--- src/rtl/core/iep_pkg.sv ---
// ----------------------------------------------------------------------------
// iep_pkg
// Shared types, constants and helpers of the interval event profiler.
// ----------------------------------------------------------------------------
package iep_pkg;

	localparam int PAIR_SLOTS  = 4;
	localparam int CALL_SLOTS  = 32;
	localparam int IPC_SLOTS   = 8;
	localparam int TOTAL_SLOTS = PAIR_SLOTS + CALL_SLOTS + IPC_SLOTS;
	localparam int SLOT_W      = $clog2(TOTAL_SLOTS);
	localparam int CFG_IDX_W   = 3;
	localparam int FIFO_DEPTH  = 2;
	localparam int FIFO_PTR_W  = $clog2(FIFO_DEPTH);

	localparam logic [19:0] USEC_PER_SEC = 20'd1000000;
	localparam logic [31:0] COUNT_MAX    = 32'hffffffff;

	// configuration register indexes
	typedef enum logic [CFG_IDX_W-1:0] {
		REG_ENABLE     = 3'd0,
		REG_PAIR_START = 3'd1,
		REG_PAIR_STOP  = 3'd2,
		REG_CALL_BASE  = 3'd3,
		REG_CALL_END   = 3'd4,
		REG_IPC_BASE   = 3'd5,
		REG_IPC_END    = 3'd6,
		REG_TPS        = 3'd7
	} cfg_idx_t;

	typedef struct packed {
		logic        enable;
		logic [31:0] pair_start;
		logic [31:0] pair_stop;
		logic [7:0]  call_base;
		logic [7:0]  call_end;
		logic [7:0]  ipc_base;
		logic [7:0]  ipc_end;
		logic [63:0] tps;
	} cfg_t;

	// event queued between front and back
	typedef struct packed {
		logic [7:0]  code;
		logic [63:0] now;
		logic [63:0] first;
	} evt_ent_t;

	// per-slot statistics record
	typedef struct packed {
		logic [63:0] start;
		logic [63:0] sum;
		logic [31:0] cnt;
		logic [63:0] min;
		logic [63:0] max;
	} slot_rec_t;

	localparam slot_rec_t REC_RESET = '{start: '0, sum: '0, cnt: '0, min: '1, max: '0};

	typedef struct packed {
		logic [5:0]  slot;
		logic        last;
		logic [63:0] delta;
		logic [31:0] cnt;
		logic [63:0] avg;
		logic [63:0] tot;
		logic [63:0] min;
		logic [63:0] max;
		logic [63:0] first;
		logic [63:0] latest;
	} res_t;

	typedef enum logic [3:0] {
		B_IDLE, B_RD, B_EVAL, B_ACC, B_DS, B_DQ, B_ML, B_MH, B_MA, B_DV,
		B_UPD, B_WR, B_PUSH, B_NEXT, B_FIN
	} back_state_t;

	// conversion step sequence
	typedef enum logic [1:0] {
		CV_AVG,
		CV_TOT,
		CV_DU
	} conv_t;

	// start code in [15:8], stop code in [7:0]
	function automatic logic [15:0] slot_codes(cfg_t c, logic [SLOT_W-1:0] s);
		logic [7:0] sc;
		logic [7:0] ec;
		logic [7:0] s8;
		s8 = 8'(s);
		if (s8 < 8'(PAIR_SLOTS)) begin
			sc = c.pair_start[{s[1:0], 3'b000} +: 8];
			ec = c.pair_stop[{s[1:0], 3'b000} +: 8];
		end else if (s8 < 8'(PAIR_SLOTS + CALL_SLOTS)) begin
			sc = c.call_base + (s8 - 8'(PAIR_SLOTS));
			ec = c.call_end;
		end else begin
			sc = c.ipc_base + (s8 - 8'(PAIR_SLOTS + CALL_SLOTS));
			ec = c.ipc_end;
		end
		return {sc, ec};
	endfunction

endpackage

--- src/rtl/core/iep_if.sv ---
// ----------------------------------------------------------------------------
// iep_if
// Event and result channels of the interval event profiler.
// ----------------------------------------------------------------------------
interface iep_evt_if;
	logic        valid;
	logic        ready;
	logic [7:0]  event_code;
	logic [63:0] event_time;
	modport source(output valid, event_code, event_time, input ready);
	modport sink(input valid, event_code, event_time, output ready);
endinterface


--- src/rtl/core/iep_front.sv ---
// ----------------------------------------------------------------------------
// iep_front
// Accepts events, drops them while disabled, tracks the first event time
// and queues enabled events for the slot walk.
// ----------------------------------------------------------------------------
module iep_front (
	input  logic              clk,
	input  logic              arst_n,
	iep_evt_if.sink           evt,
	input  logic              enable,
	input  logic              full,
	output logic              push,
	output iep_pkg::evt_ent_t push_ent
);
	import iep_pkg::*;

	logic [63:0] first_q;
	logic [63:0] first_d;
	logic        accept;

	// accept whenever the queue has room
	assign evt.ready = !full;
	assign accept    = evt.valid && evt.ready;
	assign first_d   = (first_q == 64'd0) ? evt.event_time : first_q;
	assign push      = accept && enable;
	assign push_ent  = '{code: evt.event_code, now: evt.event_time, first: first_d};

	// hold the first time seen while enabled
	always_ff @(posedge clk or negedge arst_n) begin
		if (!arst_n) begin
			first_q <= '0;
		end else if (push) begin
			first_q <= first_d;
		end
	end

endmodule

--- src/flat_wrapper.sv ---
// flat-port wrapper written by rule: the top's interface ports become plain ports
module iep_front_flat import iep_pkg::*;
  (clk, arst_n, enable, full, push, push_ent, evt_valid, evt_event_code, evt_event_time, evt_ready);
  iep_evt_if evt_i ();
  input  logic clk;
  input  logic arst_n;
  input  logic enable;
  input  logic full;
  output logic push;
  output iep_pkg::evt_ent_t push_ent;
  input wire logic [$bits(evt_i.valid)-1:0] evt_valid;
  input wire logic [$bits(evt_i.event_code)-1:0] evt_event_code;
  input wire logic [$bits(evt_i.event_time)-1:0] evt_event_time;
  output wire logic [$bits(evt_i.ready)-1:0] evt_ready;
  assign evt_i.valid = evt_valid;
  assign evt_i.event_code = evt_event_code;
  assign evt_i.event_time = evt_event_time;
  assign evt_ready = evt_i.ready;
  iep_front u_core (.clk(clk), .arst_n(arst_n), .evt(evt_i), .enable(enable), .full(full), .push(push), .push_ent(push_ent));
endmodule
--- config.mk ---
export PLATFORM = sky130hd
export DESIGN_NAME = iep_front_flat
export DESIGN_NICKNAME = d
export VERILOG_FILES = /design/src/rtl/core/iep_pkg.sv /design/src/rtl/core/iep_if.sv /design/src/rtl/core/iep_front.sv /design/src/flat_wrapper.sv
export SDC_FILE = /design/constraint.sdc
export NUM_CORES = 1
export LEC_CHECK = 0
export BUFFER_PORTS_ARGS = -buffer_cell sky130_fd_sc_hd__buf_2
export CAP_MARGIN = 20
export CORE_ASPECT_RATIO = 2
export CORE_MARGIN = 1
export CORE_UTILIZATION = 45
export DETAILED_ROUTE_END_ITERATION = 8
export PLACE_DENSITY = 0.84
export SKIP_LAST_GASP = 1
export SYNTH_ARGS = -nofsm -noshare
export SYNTH_HDL_FRONTEND = slang
export SYNTH_SLANG_ARGS = --single-unit
export TNS_END_PERCENT = 100
--- constraint.sdc ---
create_clock -name clk -period 3.7 [get_ports clk]
set_input_delay 0.74 -clock clk [delete_from_list [all_inputs] [get_ports clk]]
set_output_delay 0.74 -clock clk [all_outputs]
set_load 0.02 [all_outputs]
# After elaboration in Yosys (flattened, before gate mapping)
# Cells that the tools add are included.
dict set report word_totals {
  regBits 64
  input_bits 77
  out_inout_bits 138
  elab_cells 6
}
dict set report classes {
  mux 1
  n_reduce_logical 4
}
# operator count
set ops {}
lappend ops {{$logic_not 64->1} 1}
lappend ops {{$mux 64} 1}
lappend ops {{$logic_and 1x1->1} 2}
lappend ops {{$logic_not 1->1} 1}

# Depth between registers and ports, before layout
dict set report logic_depth {
  ltp_word 3
  depth_mapped 6
  mapped_depth_nobuf 4
}

# Worst setup path after synthesis
# OpenSTA, ideal clock, no wires.
dict set report synth_timing {
  kind {register to output}
  from {register u_core.first_q[35]}
  to {output push_ent[10] (netlist name)}
  arrival_time_ns 1.661
  required_ns 2.960
  slack_ns 1.299
  path_stages_with_launch 7
  path_buffers 2
  path_cell_list {dfrtp_1 nor4_1 nand4_1 nor4_1 buf_2 buf_2 a21o_1}
}
# element line_no
set synth_lines {}
lappend synth_lines {{start, declared} iep_front.sv:17} ;# logic [63:0] first_q;
lappend synth_lines {{start signal, assigned} iep_front.sv:33} ;# first_q <= first_d;
lappend synth_lines {{end, declared} flat_wrapper.sv:10} ;# output iep_pkg::evt_ent_t push_ent;

==> summary.md <==
| Metric | Value |
|---|---|
| Status | complete, no violations |
| Setup TNS | 0 ns |
| Top Registers | u_core.first_q (64) |
| WP data arrival | 2.75 ns |
| Final GP Congestion | 0.8066 |
| Setup slack, reg-to-reg | 1.19 ns |
| Root Buffer | clkbuf_16 |
| All-Layer GR Usage | 0.2131 |
| Die H | 125.6 um |
| Area Growth Syn to Fin | 23.09% |
| PortBufs | 198 |
| Mapped Cells | 308 |
| Cell area after synthesis | 3436 um2 |
| Reg clk slew, reported paths | 0.05 ns |
| NumNets Final | 507 |
| Commonest non-fill, non-tap cell in the layout | buf_2 |
| Skew final | 0.007081 ns |
| Layout cells sized above 1 | 0.5219 |
| Slew margin rel. | 0.3880 |
| Drt first pass iters | 4 |
| Post-route ant nets | 0 |
| Routed wire per std cell | 16.18 um |
| Antenna diode count | 0 |
| Die Area | 8009 um2 |
| Vias in the first global route | 2626 |
| Leakage | 2.795 nW |
| Max Used Layer | met4 |
| Initial Utilization | 0.4692 |
| Most frequent cells in the layout | buf_2, a21o_1, dfrtp_1, a31o_1, nor4_1 |
| Post-CTS Setup Inserts | 0 |
| Register area | 1602 um2 |
| Dpl hpwl | 6366 um |
| DR WL met3 | 350 um |
| First-pass GRT wire length | 12890 um |
| DR iter-0 viols | 153 |
| Via count | 2861 |
| Peak VDD IR | 0.3429 mV |
| Total Power | 0.002254 W |
| Critical path capture point type | output port |
| Unrepaired setup endpoints after global routing | false |
| Max Freq | 286.6 MHz |
| Met2 Routed Length | 4796 um |
| Multi-input logic area | 1186 um2 |
| Worst EP required | 2.96 ns |
| PwrDens | 533.0 nW/um2 |
| Sequential area share after synthesis | 0.4661 |
| Max-cap viol count | 0 |
| Ports | 215 |
| Post-CTS Hold Buffers | 0 |
| Residual DRC | 0 |
| Site row count | 44 |
| Vias/cell | 5.450 |
| Largest family of logic cells by synthesized area | compound AO/OA/AOI/OAI gates |
| DRT met1 WL | 3068 um |
| Max reg flops | 64 |
| Post-Synth Adder-Cell Area | 0 |
| Grt ovf | 0 |
| Post-synthesis area per instance | 11.16 um2 |
| Syn. warnings | 0 |
| Initial antenna violation count | 0 |
| Largest net degree at the start of global routing | 85 |
| Clk sink count | 64 |
| Clk buf depth | 2 |
| Compound-cell area share of the yosys netlist | 0.3030 |
| PostCTS Resize Cnt | 0 |
| Post-layout minimum cycle time | 3.489 ns |
| Filler Cell Count | 649 |
| Post-Synth Simple-Gate Area | 0.04006 |
| Hold Crit Class | register to register |
| CTS Buf Count | 9 |
| Register bit total from synthesis | 64 |
| Library cells used by synthesis | 11 |
| CTS tree | built |
| Critical Path Fanout Max | 39 |
| Slew @ Worst Pin | 0.9180 ns |
| Final WL | 8494 um |
| Crit path kind | register to output port |
| Syn_nets | 385 |
| Clock Latency Late Sink | 0.32 ns |
| Setup violations, final | 0 |
| Chip width | 63.79 um |
| Fin crit share | 0.9430 |
| Final Hold Vio Count | 0 |
| CTS H-tree lvls | 3 |
| Synth Area in XOR/XNOR | 0 |
| Post-synthesis mux area share | 0 |
| Pins Over Slew Limit | 0 |
| CORE AREA | 7322 um2 |
| Setup crit start kind | register |
| Largest register by flop count | u_core.first_q |
cell families (layout without fill, tap and decap cells):
logic type	count (synthesis)	in the layout
AO/OA/AOI/OAI	128	128
buffers and inverters	94	219
flip-flops	64	64
AND/OR/NAND/NOR	22	22
path summary, 6_finish.rpt:
| kind | start | to | depth (start not counted) |
|---|---|---|---|
| worst min register to register | u_core.first_q[7] | u_core.first_q[7] | 1 |
| worst max register to register | u_core.first_q[35] | u_core.first_q[59] | 7 |
| worst min-delay path | u_core.first_q[7] | u_core.first_q[7] | 1 |
| max in group asynchronous | arst_n | u_core.first_q[40] | 2 |
| worst max-delay path | u_core.first_q[35] | push_ent[57] | 7 |
| min in group asynchronous | arst_n | u_core.first_q[30] | 1 |
critical path, cell delays in order (launching register included):
cell and delay (ns):
dfrtp_1 0.40, nor4_1 0.49, buf_4 0.19, nand4_1 0.12, nor4_2 0.45, buf_4 0.43, a21o_1 0.18, buf_2 0.16
final cells by class:
type | count | share of cell area
Clock buffer | 14 | 0.06479
Multi-Input combinational cell | 150 | 0.2805
Inverter | 1 | 0.0008876
Tap cell | 92 | 0.02722
Timing Repair Buffer | 204 | 0.2479
Sequential cell | 64 | 0.3787
where the power goes:
part           internal (W)  leakage [nW]  total [W]  switching (W)
clock              0.000500         0.135   0.000766       0.000266
combinational      0.000260          1.79   0.000629       0.000369
sequential         0.000785         0.872   0.000860      0.0000741
metal layers:
layer,vias to the layer above,global-route usage
li1,1326,-
met1,1388,0.2196
met2,120,0.3861
met3,27,0.04288
met4,0,0.1217
met5,-,0
metrics by stage:
stage	setup WS, ns	instances	utilization	cell area, um2	hold slack (ns)
global placement	0.5514	511	0.5402	3955	0.4736
CTS	0.1531	525	0.5776	4229	0.4996
finish	0.2108	525	0.5776	4229	0.4940
global route	0.1036	525	0.5776	4229	0.5114
detailed placement	0.5477	511	0.5402	3955	0.4848
floorplan	1.299	308	-	3436	0.4444
cells in the mapped netlist:
library cell	count	area [um2]
dfrtp_1	64	1602
clkbuf_1	7	26.28
a31o_1	56	490.5
and3_1	1	6.260
nor4_1	17	106.4
inv_1	1	3.750
buf_2	8	40.04
a21o_1	64	480.5
buf_4	78	585.6
a31o_2	8	70.07
nand4_1	4	25.02
Note: power is estimated with default switching activity, not from simulation.
