**src/rtl/core/iep_pkg.sv**
```systemverilog
// ----------------------------------------------------------------------------
// iep_pkg
// Shared types, constants and helpers of the interval event profiler.
// ----------------------------------------------------------------------------
package iep_pkg;

	localparam int PAIR_SLOTS  = 4;
	localparam int CALL_SLOTS  = 32;
	localparam int IPC_SLOTS   = 8;
	localparam int TOTAL_SLOTS = PAIR_SLOTS + CALL_SLOTS + IPC_SLOTS;
	localparam int SLOT_W      = $clog2(TOTAL_SLOTS);
	localparam int CFG_IDX_W   = 3;
	localparam int FIFO_DEPTH  = 2;
	localparam int FIFO_PTR_W  = $clog2(FIFO_DEPTH);

	localparam logic [19:0] USEC_PER_SEC = 20'd1000000;
	localparam logic [31:0] COUNT_MAX    = 32'hffffffff;

	// configuration register indexes
	typedef enum logic [CFG_IDX_W-1:0] {
		REG_ENABLE     = 3'd0,
		REG_PAIR_START = 3'd1,
		REG_PAIR_STOP  = 3'd2,
		REG_CALL_BASE  = 3'd3,
		REG_CALL_END   = 3'd4,
		REG_IPC_BASE   = 3'd5,
		REG_IPC_END    = 3'd6,
		REG_TPS        = 3'd7
	} cfg_idx_t;

	typedef struct packed {
		logic        enable;
		logic [31:0] pair_start;
		logic [31:0] pair_stop;
		logic [7:0]  call_base;
		logic [7:0]  call_end;
		logic [7:0]  ipc_base;
		logic [7:0]  ipc_end;
		logic [63:0] tps;
	} cfg_t;

	// event queued between front and back
	typedef struct packed {
		logic [7:0]  code;
		logic [63:0] now;
		logic [63:0] first;
	} evt_ent_t;

	// per-slot statistics record
	typedef struct packed {
		logic [63:0] start;
		logic [63:0] sum;
		logic [31:0] cnt;
		logic [63:0] min;
		logic [63:0] max;
	} slot_rec_t;

	localparam slot_rec_t REC_RESET = '{start: '0, sum: '0, cnt: '0, min: '1, max: '0};

	typedef struct packed {
		logic [5:0]  slot;
		logic        last;
		logic [63:0] delta;
		logic [31:0] cnt;
		logic [63:0] avg;
		logic [63:0] tot;
		logic [63:0] min;
		logic [63:0] max;
		logic [63:0] first;
		logic [63:0] latest;
	} res_t;

	typedef enum logic [3:0] {
		B_IDLE, B_RD, B_EVAL, B_ACC, B_DS, B_DQ, B_ML, B_MH, B_MA, B_DV,
		B_UPD, B_WR, B_PUSH, B_NEXT, B_FIN
	} back_state_t;

	// conversion step sequence
	typedef enum logic [1:0] {
		CV_AVG,
		CV_TOT,
		CV_DU
	} conv_t;

	// start code in [15:8], stop code in [7:0]
	function automatic logic [15:0] slot_codes(cfg_t c, logic [SLOT_W-1:0] s);
		logic [7:0] sc;
		logic [7:0] ec;
		logic [7:0] s8;
		s8 = 8'(s);
		if (s8 < 8'(PAIR_SLOTS)) begin
			sc = c.pair_start[{s[1:0], 3'b000} +: 8];
			ec = c.pair_stop[{s[1:0], 3'b000} +: 8];
		end else if (s8 < 8'(PAIR_SLOTS + CALL_SLOTS)) begin
			sc = c.call_base + (s8 - 8'(PAIR_SLOTS));
			ec = c.call_end;
		end else begin
			sc = c.ipc_base + (s8 - 8'(PAIR_SLOTS + CALL_SLOTS));
			ec = c.ipc_end;
		end
		return {sc, ec};
	endfunction

endpackage

```
**src/rtl/core/iep_fifo.sv**
```systemverilog
// ----------------------------------------------------------------------------
// iep_fifo
// Short event queue between front and back.
// ----------------------------------------------------------------------------
module iep_fifo (
	input  logic              clk,
	input  logic              arst_n,
	input  logic              push,
	input  iep_pkg::evt_ent_t din,
	output logic              full,
	input  logic              pop,
	output iep_pkg::evt_ent_t dout,
	output logic              empty
);
	import iep_pkg::*;

	evt_ent_t                mem [FIFO_DEPTH];
	logic [FIFO_PTR_W-1:0]   wr_q;
	logic [FIFO_PTR_W-1:0]   rd_q;
	logic [FIFO_PTR_W:0]     cnt_q;

	assign full  = (cnt_q == (FIFO_PTR_W + 1)'(FIFO_DEPTH));
	assign empty = (cnt_q == '0);
	assign dout  = mem[rd_q];

	// store entries
	always_ff @(posedge clk) begin
		if (push) begin
			mem[wr_q] <= din;
		end
	end

	// advance pointers
	always_ff @(posedge clk or negedge arst_n) begin
		if (!arst_n) begin
			wr_q  <= '0;
			rd_q  <= '0;
			cnt_q <= '0;
		end else begin
			if (push) begin
				wr_q <= (wr_q == FIFO_PTR_W'(FIFO_DEPTH - 1)) ? '0 : wr_q + 1'b1;
			end
			if (pop) begin
				rd_q <= (rd_q == FIFO_PTR_W'(FIFO_DEPTH - 1)) ? '0 : rd_q + 1'b1;
			end
			cnt_q <= cnt_q + (FIFO_PTR_W + 1)'(push) - (FIFO_PTR_W + 1)'(pop);
		end
	end

endmodule

```
**config.mk**
```make
export PLATFORM = sky130hd
export DESIGN_NAME = iep_fifo
export DESIGN_NICKNAME = d
export VERILOG_FILES = /design/src/rtl/core/iep_pkg.sv /design/src/rtl/core/iep_fifo.sv
export SDC_FILE = /design/constraint.sdc
export NUM_CORES = 1
export LEC_CHECK = 0
export BUFFER_PORTS_ARGS = -buffer_cell sky130_fd_sc_hd__buf_2
export CORE_MARGIN = 2
export CORE_UTILIZATION = 52
export DETAILED_ROUTE_END_ITERATION = 6
export PLACE_DENSITY = 0.79
export SKIP_CTS_REPAIR_TIMING = 1
export SLEW_MARGIN = 30
export SYNTH_ARGS = -nofsm -noshare
export SYNTH_HDL_FRONTEND = slang
export SYNTH_SLANG_ARGS = --single-unit
export TNS_END_PERCENT = 5
```
**constraint.sdc**
```tcl
create_clock -name clk -period 9.2 [get_ports clk]
set_clock_uncertainty 0.05 [all_clocks]
set_input_delay 1.84 -clock clk [delete_from_list [all_inputs] [get_ports clk]]
set_output_delay 1.84 -clock clk [all_outputs]
set_load 0.02 [all_outputs]
```
=== After elaboration in Yosys (flattened, before gate mapping) ===
Memory sizes are Yosys's and may differ from the RTL's.
Index checks and enable logic that the tools add are counted.

* Flip-flop bits (word level): 4
* Latch bits: 0
* Memory bits (writable): 272
* Memory bits (read-only): 0
* Bits of input ports: 140
* Output and inout port bits: 138
* Word-level logic and storage cells: 14
* Memories kept: 1

{| class="wikitable"
|+ Memories
! name !! words !! bits a word !! rd ports !! clocked after Yosys merged registers in !! wr ports !! RTL line !! RTL
|-
| mem || 2 || 136 || 1 || 0 || 1 || iep_fifo.sv:17 || <nowiki>evt_ent_t mem [FIFO_DEPTH];</nowiki>
|}

* Add/subtract/negate cells: 4
* Multipliers: 0
* Div/mod/pow operators: 0
* Magnitude comparators: 0
* Equality and inequality tests: 1
* Shifts and indexed selects: 0
* Multiplexer cells: 4
* Bitwise gates (word level): 0
* Reductions and logical operators: 1

{| class="wikitable"
|+ Operators by type and width
! cell !! number
|-
| two-way mux 1 bit || 4
|-
| adder 1 bit (second input constant) || 2
|-
| adder 2 x 1 -> 2 bit || 1
|-
| equality test 2 bit (second input constant) || 1
|-
| logical NOT 2 bit || 1
|-
| subtractor 2 x 1 -> 2 bit || 1
|}

=== Logic depth before layout (Yosys ltp) ===
Gate-level depths: netlist of run 1.

* Word-level depth: 2
* Gate-level depth with buffers: 5
* Gate-level depth less buffers: 5

=== Worst setup path before layout of run 1 ===
Ideal clock, no wire load.

* Path kind: in2reg
* Start point: in push
* End point: mem mem[0][0] (netlist name) (enable)
* Setup time: 0.649 ns
* Arrival: 7.730 ns
* Required time: 8.501 ns
* Path slack: 0.771 ns
* Stages on the path: 1
* Path buffers: 0
* Path through: nor2b_1

* Cells in the longest elaborated chain, start to end: 2

{| class="wikitable"
|+ RTL lines
! item !! RTL line !! RTL
|-
| from (decl) || iep_fifo.sv:8 || <nowiki>input logic push,</nowiki>
|-
| two-way mux 1 bit || iep_fifo.sv:28 || <nowiki>if (push) begin</nowiki>
|-
| two-way mux 1 bit (implied by the code) || iep_fifo.sv:29 || <nowiki>mem[wr_q] <= din;</nowiki>
|-
| to (decl) || iep_fifo.sv:17 ||
|}

Every way passes these cells.

==> results of run 1 <==
power by group:
part	internal (W)	leakage [nW]	switching [W]
clock network	0.000705	0.462	0.000448
logic	0.000485	1.71	0.000740
registers	0.00167	2.60	0.000101
total	0.00286	4.77	0.00129
area by class of cell:
type,count,area share
inverter,2,0.000595
multi-input combinational,145,0.129
clock buffer,38,0.0617
tap,260,0.0258
clock inverter,14,0.0140
timing repair buffer,281,0.113
antenna,3,0.000595
sequential,276,0.655
per-stage QoR:
stage,area [µm²],setup WS (ns),util
floorplan,10100,0.771,-
global placement,11700,4.80,0.617
detailed placement,11700,5.03,0.617
CTS,12600,4.47,0.668
global route,12600,4.39,0.668
finish,12600,4.49,0.668
cells in the final DEF (no fill, tap or decap):
| cell type | count |
|---|---|
| clkbuf_1 | 7 |
| nor2b_1 | 1 |
| xor2_1 | 2 |
| clkbuf_16 | 29 |
| ha_1 | 2 |
| buf_4 | 1 |
| diode_2 | 3 |
| and2_4 | 1 |
| buf_6 | 3 |
| clkinvlp_4 | 3 |
| clkbuf_8 | 2 |
| clkinv_1 | 1 |
| nor2b_4 | 1 |
| nor2_1 | 1 |
| dfrtp_4 | 1 |
| xor3_1 | 1 |
| dfrtp_1 | 3 |
| inv_1 | 2 |
| edfxtp_1 | 272 |
| buf_2 | 277 |
| bufinv_16 | 4 |
| clkinv_2 | 6 |
| mux2_2 | 136 |
per-layer routing:
metal | vias to the layer above | GRT usage | wire length [µm]
li1 | 2356 | - | -
met1 | 2535 | 0.212 | 7260
met2 | 219 | 0.318 | 10000
met3 | 48 | 0.0523 | 1550
met4 | 0 | 0.0702 | 572
met5 | - | 0 | 0
registers in the layout (all words and copies together) (netlist names):
signal	flops
wr_q	1
mem	272
rd_q	1
cnt_q	2
kinds of logic after synthesis:
kind of cell  Yosys count  share of synthesized area
simple gates            4                    0.00223
mux                   136                      0.152
flops                 276                      0.819
xor+xnor                3                    0.00409
buf+inv                17                     0.0200
fa+ha+maj               2                    0.00248
final timing paths:
kind	startpoint	end	slack, ns
worst max-delay path	rd_q	dout[120]	4.49
worst min-delay path	wr_q	wr_q	0.52
worst max register to register	wr_q	mem[0][95]	6.83
worst min register to register	wr_q	wr_q	0.52
max in group asynchronous	arst_n	rd_q	7.90
min in group asynchronous	arst_n	rd_q	1.07
==> metrics, run 1 <==
status=finished, final reports clean; pwr dens=329 nW/µm²; worst hold margin=0.515 ns; initial antenna violation count=4; # fillers=1313; Post-layout nets=876; fin. max-slew vios=0; vias in the first global route=5544; GRT overflow=0; Final setup viols=0; Syn-to-layout area delta=25.1%; io pins=278; largest area contributor in the netlist=edfxtp_1; EDFF count, synth=272; worst ir drop on vdd=0.201 mV; Worst-Margin Slew=~0.86 ns; post-DP HPWL=12.5 mm; Starting Density=0.534; critical path, cell by cell=buf_6, mux2_2, buf_2; count leader, synth=edfxtp_1; CP arrival=2.82 ns; leak pwr=between 4 and 5 nW; critical path capture point type=output pin; Die X=143 µm; CTS tree=built; Cells after DPL=roughly 960; Yosys Warn Count=0; RSZ-0062 raised after global routing=no; Hold Path Stages=1; commonest cells in the netlist=edfxtp_1, mux2_2, clkbuf_8, buf_6, dfrtp_1; Num Clock Sinks=276; clock tree buffer depth=3; Worst R2R Path Depth=3; Mapped Area=between 10000 and 15000 µm²; DRT Wirelength=19.4 mm; share of cells above drive strength 1=0.614; final hold violation count=0; top post-synthesis cells by area=edfxtp_1, mux2_2, clkbuf_8; Total Power=approximately 0.0042 W; routed len/inst=approximately 19 µm; Crit path depth=3; Critical Path Max Stage Delay=a little under 0.9 ns; DR vias=5158; core area=18900 µm²; Period minus WS final=4.71 ns; sum of buffers and inverters on the critical path=2; Clock Latency Late Sink=0.52 ns; DRT Pass-1 Iters=4; ys flop type=edfxtp_1; Slew Limit Headroom=0.428; HP Class=flip-flop to flip-flop; CP Launch Type=flip-flop; ANT nets after route=0; total CTS buffers=28; first-pass GRT wire length=28.8 mm; H-tree levels=1; Mapped Cells=438; syn_area_per_cell=between 20 and 25 µm²; Die Y=143 µm; number of DRC markers in iteration 0=243; row count=50; fmax=212 MHz; CP Class=flip-flop to output pin; setup_tns=0 ns; ys async rst share=0.0145; Cell variety after synth=12; Worst-path clk slew=around 0.060 ns; largest net degree at the start of global routing=87; delay-heaviest family, CP=flip-flops; CP required=7.31 ns; #FFs+latches synth=276; Max Cap Viol=0; register area share after synthesis=0.819; Placer Congestion=between 0.7 and 0.8; register area=8270 µm²; Synthesized Nets=580; part of the cycle the worst path needs=0.512; Root Driver=clkbuf_16; fin cells=1019; slowest CP cell=dfrtp_4; worst-path fanout max=86; Residual DRC=0; Multi-input gate area=1630 µm²; DIE AREA=just over 20000 µm²; drt via density=between 5 and 6; number of port buffers=277; GRT Total Usage=0.181; top cell type's share of synthesized area=0.810
Note: power is estimated with default switching activity, not from simulation.
==> run 2: changes to the inputs <==
--- a/config.mk
+++ b/config.mk
@@ -5,11 +5,12 @@
 export SDC_FILE = /design/constraint.sdc
 export NUM_CORES = 1
 export LEC_CHECK = 0
+export ABC_AREA = 1
 export BUFFER_PORTS_ARGS = -buffer_cell sky130_fd_sc_hd__buf_2
 export CORE_MARGIN = 2
-export CORE_UTILIZATION = 52
+export CORE_UTILIZATION = 47
 export DETAILED_ROUTE_END_ITERATION = 6
-export PLACE_DENSITY = 0.79
+export PLACE_DENSITY = 0.76
 export SKIP_CTS_REPAIR_TIMING = 1
 export SLEW_MARGIN = 30
 export SYNTH_ARGS = -nofsm -noshare
==> constraint.sdc (replaced) <==
create_clock -name clk -period 3.9 [get_ports clk]
set_clock_uncertainty 0.05 [all_clocks]
set_input_delay 0.78 -clock clk [delete_from_list [all_inputs] [get_ports clk]]
set_output_delay 0.78 -clock clk [all_outputs]
set_load 0.02 [all_outputs]
==> metrics, run 2 <==
register area share after synthesis=0.808; DIE AREA=~23000 µm²; top cell type's share of synthesized area=0.798; worst ir drop on vdd=0.471 mV; largest register by flop count=mem; Die X=between 150 and 200 µm; drt via density=4.75; count leader, synth=edfxtp_1; row count=53; Root Driver=clkbuf_16; top post-synthesis cells by area=edfxtp_1, o21ai_0, inv_1; register-to-register setup slack=2.05 ns; final hold violation count=0; number of DRC markers in iteration 0=319; worst-path fanout max=95; GRT overflow=0; CP Capture Point=dout[35]; EDFF count, synth=272; fin cells=1324; first-pass GRT wire length=between 20 and 30 mm; DRT Pass-1 Iters=4; Synthesized Nets=877; Final setup viols=0; Post-layout nets=1166; reg2reg end=mem[1][99]; Placer Congestion=approximately 0.76; Residual DRC=0; critical path capture point type=output pin; Cells after DPL=around 1300; HP Class=input port to flip-flop; setup_tns=0 ns; Worst R2R Path Depth=3; Max Cap Viol=0; Critical Path Max Stage Delay=0.98 ns; critical path, cell by cell=buf_4, nand2_1, o21ai_0, buf_2; CP required=3.07 ns; io pins=278; leak pwr=around 5.5 nW; routed len/inst=~15 µm; Starting Density=0.482; ys async rst share=0.0145; Syn-to-layout area delta=26.1%; syn_area_per_cell=13.9 µm²; Slew Limit Headroom=0.413; Hold Path Stages=1; post-DP HPWL=13.3 mm; largest registers=mem (272), cnt_q (2); CP Class=flip-flop to output pin; Clock Latency Late Sink=0.53 ns; commonest cells in the netlist=edfxtp_1, inv_1, nand2_1, o21ai_0, buf_2; Num Clock Sinks=276; #FFs+latches synth=276; Mapped Area=between 10000 and 15000 µm²; initial antenna violation count=4; Cell variety after synth=12; fmax=315 MHz; Die Y=152 µm; DR vias=approximately 6300; worst hold margin=0.384 ns; DRT Wirelength=20.1 mm; Total Power=0.00997 W; Multi-input gate area=roughly 1300 µm²; Mapped Cells=~740; CP Launch Type=flip-flop; core area=around 21000 µm²; status=finished, final reports clean; most frequent cells in the layout=buf_2, edfxtp_1, inv_1, nand2_1, o21ai_0; ys flop type=edfxtp_1; CTS tree=built; fin. max-slew vios=0; slowest CP cell=dfrtp_4; CP arrival=2.34 ns; # fillers=1665; Worst-path clk slew=0.06 ns; number of flip-flops in the largest register=272; ANT nets after route=0; vias in the first global route=6113; H-tree levels=1; Setup crit start=rd_q; commonest non-fill, non-tap cell in the layout=buf_2; clock tree buffer depth=3; RSZ-0062 raised after global routing=no; pre-CTS WS=approximately 1.2 ns; share of cells above drive strength 1=0.317; Worst-Margin Slew=0.880 ns; Period minus WS final=~3.2 ns; R2R Path Start=wr_q; GRT Total Usage=0.167; total CTS buffers=28; worst setup margin=0.727 ns; part of the cycle the worst path needs=0.814; largest area contributor in the netlist=edfxtp_1; number of port buffers=277; largest net degree at the start of global routing=96; Yosys Warn Count=0; pwr dens=between 700 and 800 nW/µm²; register area=between 8000 and 9000 µm²
[run 2: changes by cell type after synthesis, moves of 10 or more]
cell,previous run,this run
nand2_1,0,142
mux2_2,136,0
inv_1,2,143
clkbuf_8,10,0
buf_2,0,29
o21ai_0,0,134
[run 2: worst min-delay path by stage]
stage / startpoint / slack [ns] / end
6_report: din[61] / 0.38 / mem[1][61]
5_1_grt: din[117] / 0.36 / mem[1][117]
4_1_cts: arst_n / -0.02 / wr_q
3_5_place_dp: wr_q / 0.49 / wr_q
3_3_place_gp: wr_q / 0.48 / wr_q
2_1_floorplan: arst_n / 0.43 / cnt_q[0]
[run 2: logic make-up (layout without fill, tap and decap cells)]
family / after synthesis / in the layout / share of synthesized area
AO/OA/AOI/OAI: 136 / 136 / 0.0665
adder cells (fa/ha/maj): 2 / 2 / 0.00245
other: 0 / 3 / 0
XOR/XNOR: 2 / 2 / 0.00171
flip-flops: 276 / 276 / 0.808
AND/OR/NAND/NOR: 146 / 146 / 0.0537
buffers and inverters: 173 / 484 / 0.0674
[run 2: final cells by class]
class                      instances  area share
antenna                            3    0.000582
clock buffer                      34      0.0585
clock inverter                    18      0.0145
inverter                         143      0.0420
multi-input combinational        286      0.0992
sequential                       276       0.641
tap                              275      0.0267
timing repair buffer             289       0.118
[run 2: stage by stage]
step           instance area [µm²]  utilization
6_report                     12900        0.608
2_1_floorplan                10200            -
4_1_cts                      12900        0.607
3_3_place_gp                 11900        0.563
5_1_grt                      12900        0.608
3_5_place_dp                 11900        0.563
[run 2: worst max-delay path: cells and delay by family, from the launching register on]
kind | cells | cell delay (ns)
AO/OA/AOI/OAI | 1 | 0.10
flip-flops | 1 | 0.98
AND/OR/NAND/NOR | 1 | 0.08
buffers and inverters | 2 | 0.59
[run 2: layer usage]
layer	track usage	up-vias	share of wire
met3	0.0542	48	0.10
li1	-	3066	-
met4	0.0630	4	0.031
met5	0	-	0.0012
met1	0.193	2913	0.38
met2	0.292	254	0.49
[run 2: where the power goes]
group | switching (W) | internal (W) | total [W]
Combinational | 0.00219 | 0.000900 | 0.00309
Sequential | 0.000263 | 0.00394 | 0.00420
Clock | 0.00105 | 0.00163 | 0.00268
==> run 3: changes to the inputs <==
==> constraint.sdc (replaced) <==
create_clock -name clk -period 2.7 [get_ports clk]
set_clock_uncertainty 0.05 [all_clocks]
set_input_delay 0.54 -clock clk [delete_from_list [all_inputs] [get_ports clk]]
set_output_delay 0.54 -clock clk [all_outputs]
set_load 0.02 [all_outputs]
==> metrics, run 3 (same netlist as run 2, synthesis figures left out) <==
HP Class=input port to flip-flop; worst ir drop on vdd=0.829 mV; Post-layout nets=between 1000 and 1500; CP required=2.11 ns; drt via density=4.73; part of the cycle the worst path needs=0.940; reg2reg end=mem[1][34]; row count=53; DIE AREA=23000 µm²; critical path capture point type=output pin; met1 usage=0.193; vias in the first global route=slightly above 6000; number of port buffers=277; worst-path fanout max=between 100 and 150; io pins=278; Worst-path clk slew=0.06 ns; Num Clock Sinks=276; GRT overflow=0; commonest non-fill, non-tap cell in the layout=buf_2; Max Cap Viol=0; final hold violation count=0; Hold Path Stages=1; CP Launch Type=flip-flop; met2 Track Usage GR=0.284; share of cells above drive strength 1=0.326; largest net degree at the start of global routing=120; Hold Path End=mem[1][46]; final design utilization=0.615; H-tree levels=1; RSZ-0062 raised after global routing=no; core area=~21000 µm²; Final setup viols=0; total CTS buffers=29; Cells after DPL=approximately 1300; DRT Wirelength=19.7 mm; Total Power=0.0148 W; fin. max-slew vios=0; Starting Density=0.482; DR vias=6261; status=finished, final reports clean; Worst R2R Path Depth=3; Die X=152 µm; Int Pwr=0.00968 W; Syn-to-layout area delta=27.7%; pwr dens=1130 nW/µm²; switching fraction of total power=0.347; clock tree buffer depth=3; DRT Pass-1 Iters=4; Worst-Margin Slew=about 0.52 ns; Slew Limit Headroom=0.656; fin cells=1324; post-DP HPWL=12.8 mm; CP arrival=1.95 ns; fraction of power consumed by combinational cells=0.319; largest registers=mem (272), cnt_q (2); Setup crit start=rd_q; most frequent cells in the layout=buf_2, edfxtp_1, inv_1, nand2_1, o21ai_0; register-to-register setup slack=~1.2 ns; ANT nets after route=0; Clock Latency Late Sink=0.52 ns; largest register by flop count=mem; leak pwr=5.59 nW; GRT Total Usage=0.163; gr busiest metal=met2; initial antenna violation count=4; first-pass GRT wire length=~29 mm; NetSw=~0.005 W; number of flip-flops in the largest register=about 270; Period minus WS final=approximately 2.5 ns; Clk network pwr share=0.283; Residual DRC=0; part of the power in registers=0.397; number of DRC markers in iteration 0=approximately 350; Root Driver=clkbuf_16; hold_sp=din[46]; CTS tree=built; CP Class=flip-flop to output pin; fmax=approximately 390 MHz; R2R Path Start=wr_q; GR Util met3=0.0446; routed len/inst=between 10 and 15 µm; Placer Congestion=0.759; Die Y=152 µm
[run 3: changes by cell type in the layout (fill, tap and decap cells not counted), sizes merged]
cell	change
clkinv	-2
clkinvlp	+3
bufinv	+3
clkbuf	-4
[run 3: area by class of cell]
type / instances / area, µm²
Multi-Input combinational cell: 286 / 1290
Antenna cell: 3 / 7.51
Fill cell: 1617 / 8160
Sequential cell: 276 / 8270
Inverter: 143 / 553
Timing Repair Buffer: 289 / 1570
Clock inverter: 22 / 299
Tap cell: 275 / 344
Clock buffer: 30 / 729
[run 3: through the flow]
stage / worst slack, ns / instance area [µm²] / hold WS (ns) / TNS [ns]
finish: 0.163 / 13100 / 0.150 / 0
global route: 0.106 / 13100 / 0.125 / 0
CTS: 0.207 / 13000 / -0.271 / 0
detailed placement: 0.790 / 12000 / 0.302 / 0
global placement: 0.774 / 12000 / 0.306 / 0
floorplan: -0.331 / 10300 / 0.194 / -89.52
[run 3: worst max path at each step]
stage / to / slack [ns] / cells past startpoint
CTS: dout[39] / 0.21 / 3
global route: dout[94] / 0.11 / 4
detailed placement: dout[39] / 0.79 / 3
finish: dout[39] / 0.16 / 3
global placement: dout[39] / 0.77 / 3
floorplan: mem[0][0] / -0.33 / 2
[run 3: critical path, stage by stage (launching register included)]
cell and delay, ns:
dfrtp_4 0.51, buf_12 0.21, o21ai_0 0.36, buf_2 0.23
[run 3: layer usage]
layer	up-vias	part of all wire
met4	4	0.035
met3	53	0.082
met5	-	0.00091
met2	238	0.51
li1	3064	-
met1	2902	0.38
[run 3: power groups by stage]
stage	clock network [W]	registers, W	logic [W]
after detailed placement	0	0.00598	0.00477
after CTS	0.00430	0.00590	0.00480
after floorplan	0	0.00598	0.00304
after global placement	0	0.00594	0.00468
after global routing	0.00444	0.00596	0.00521
final	0.00420	0.00589	0.00473
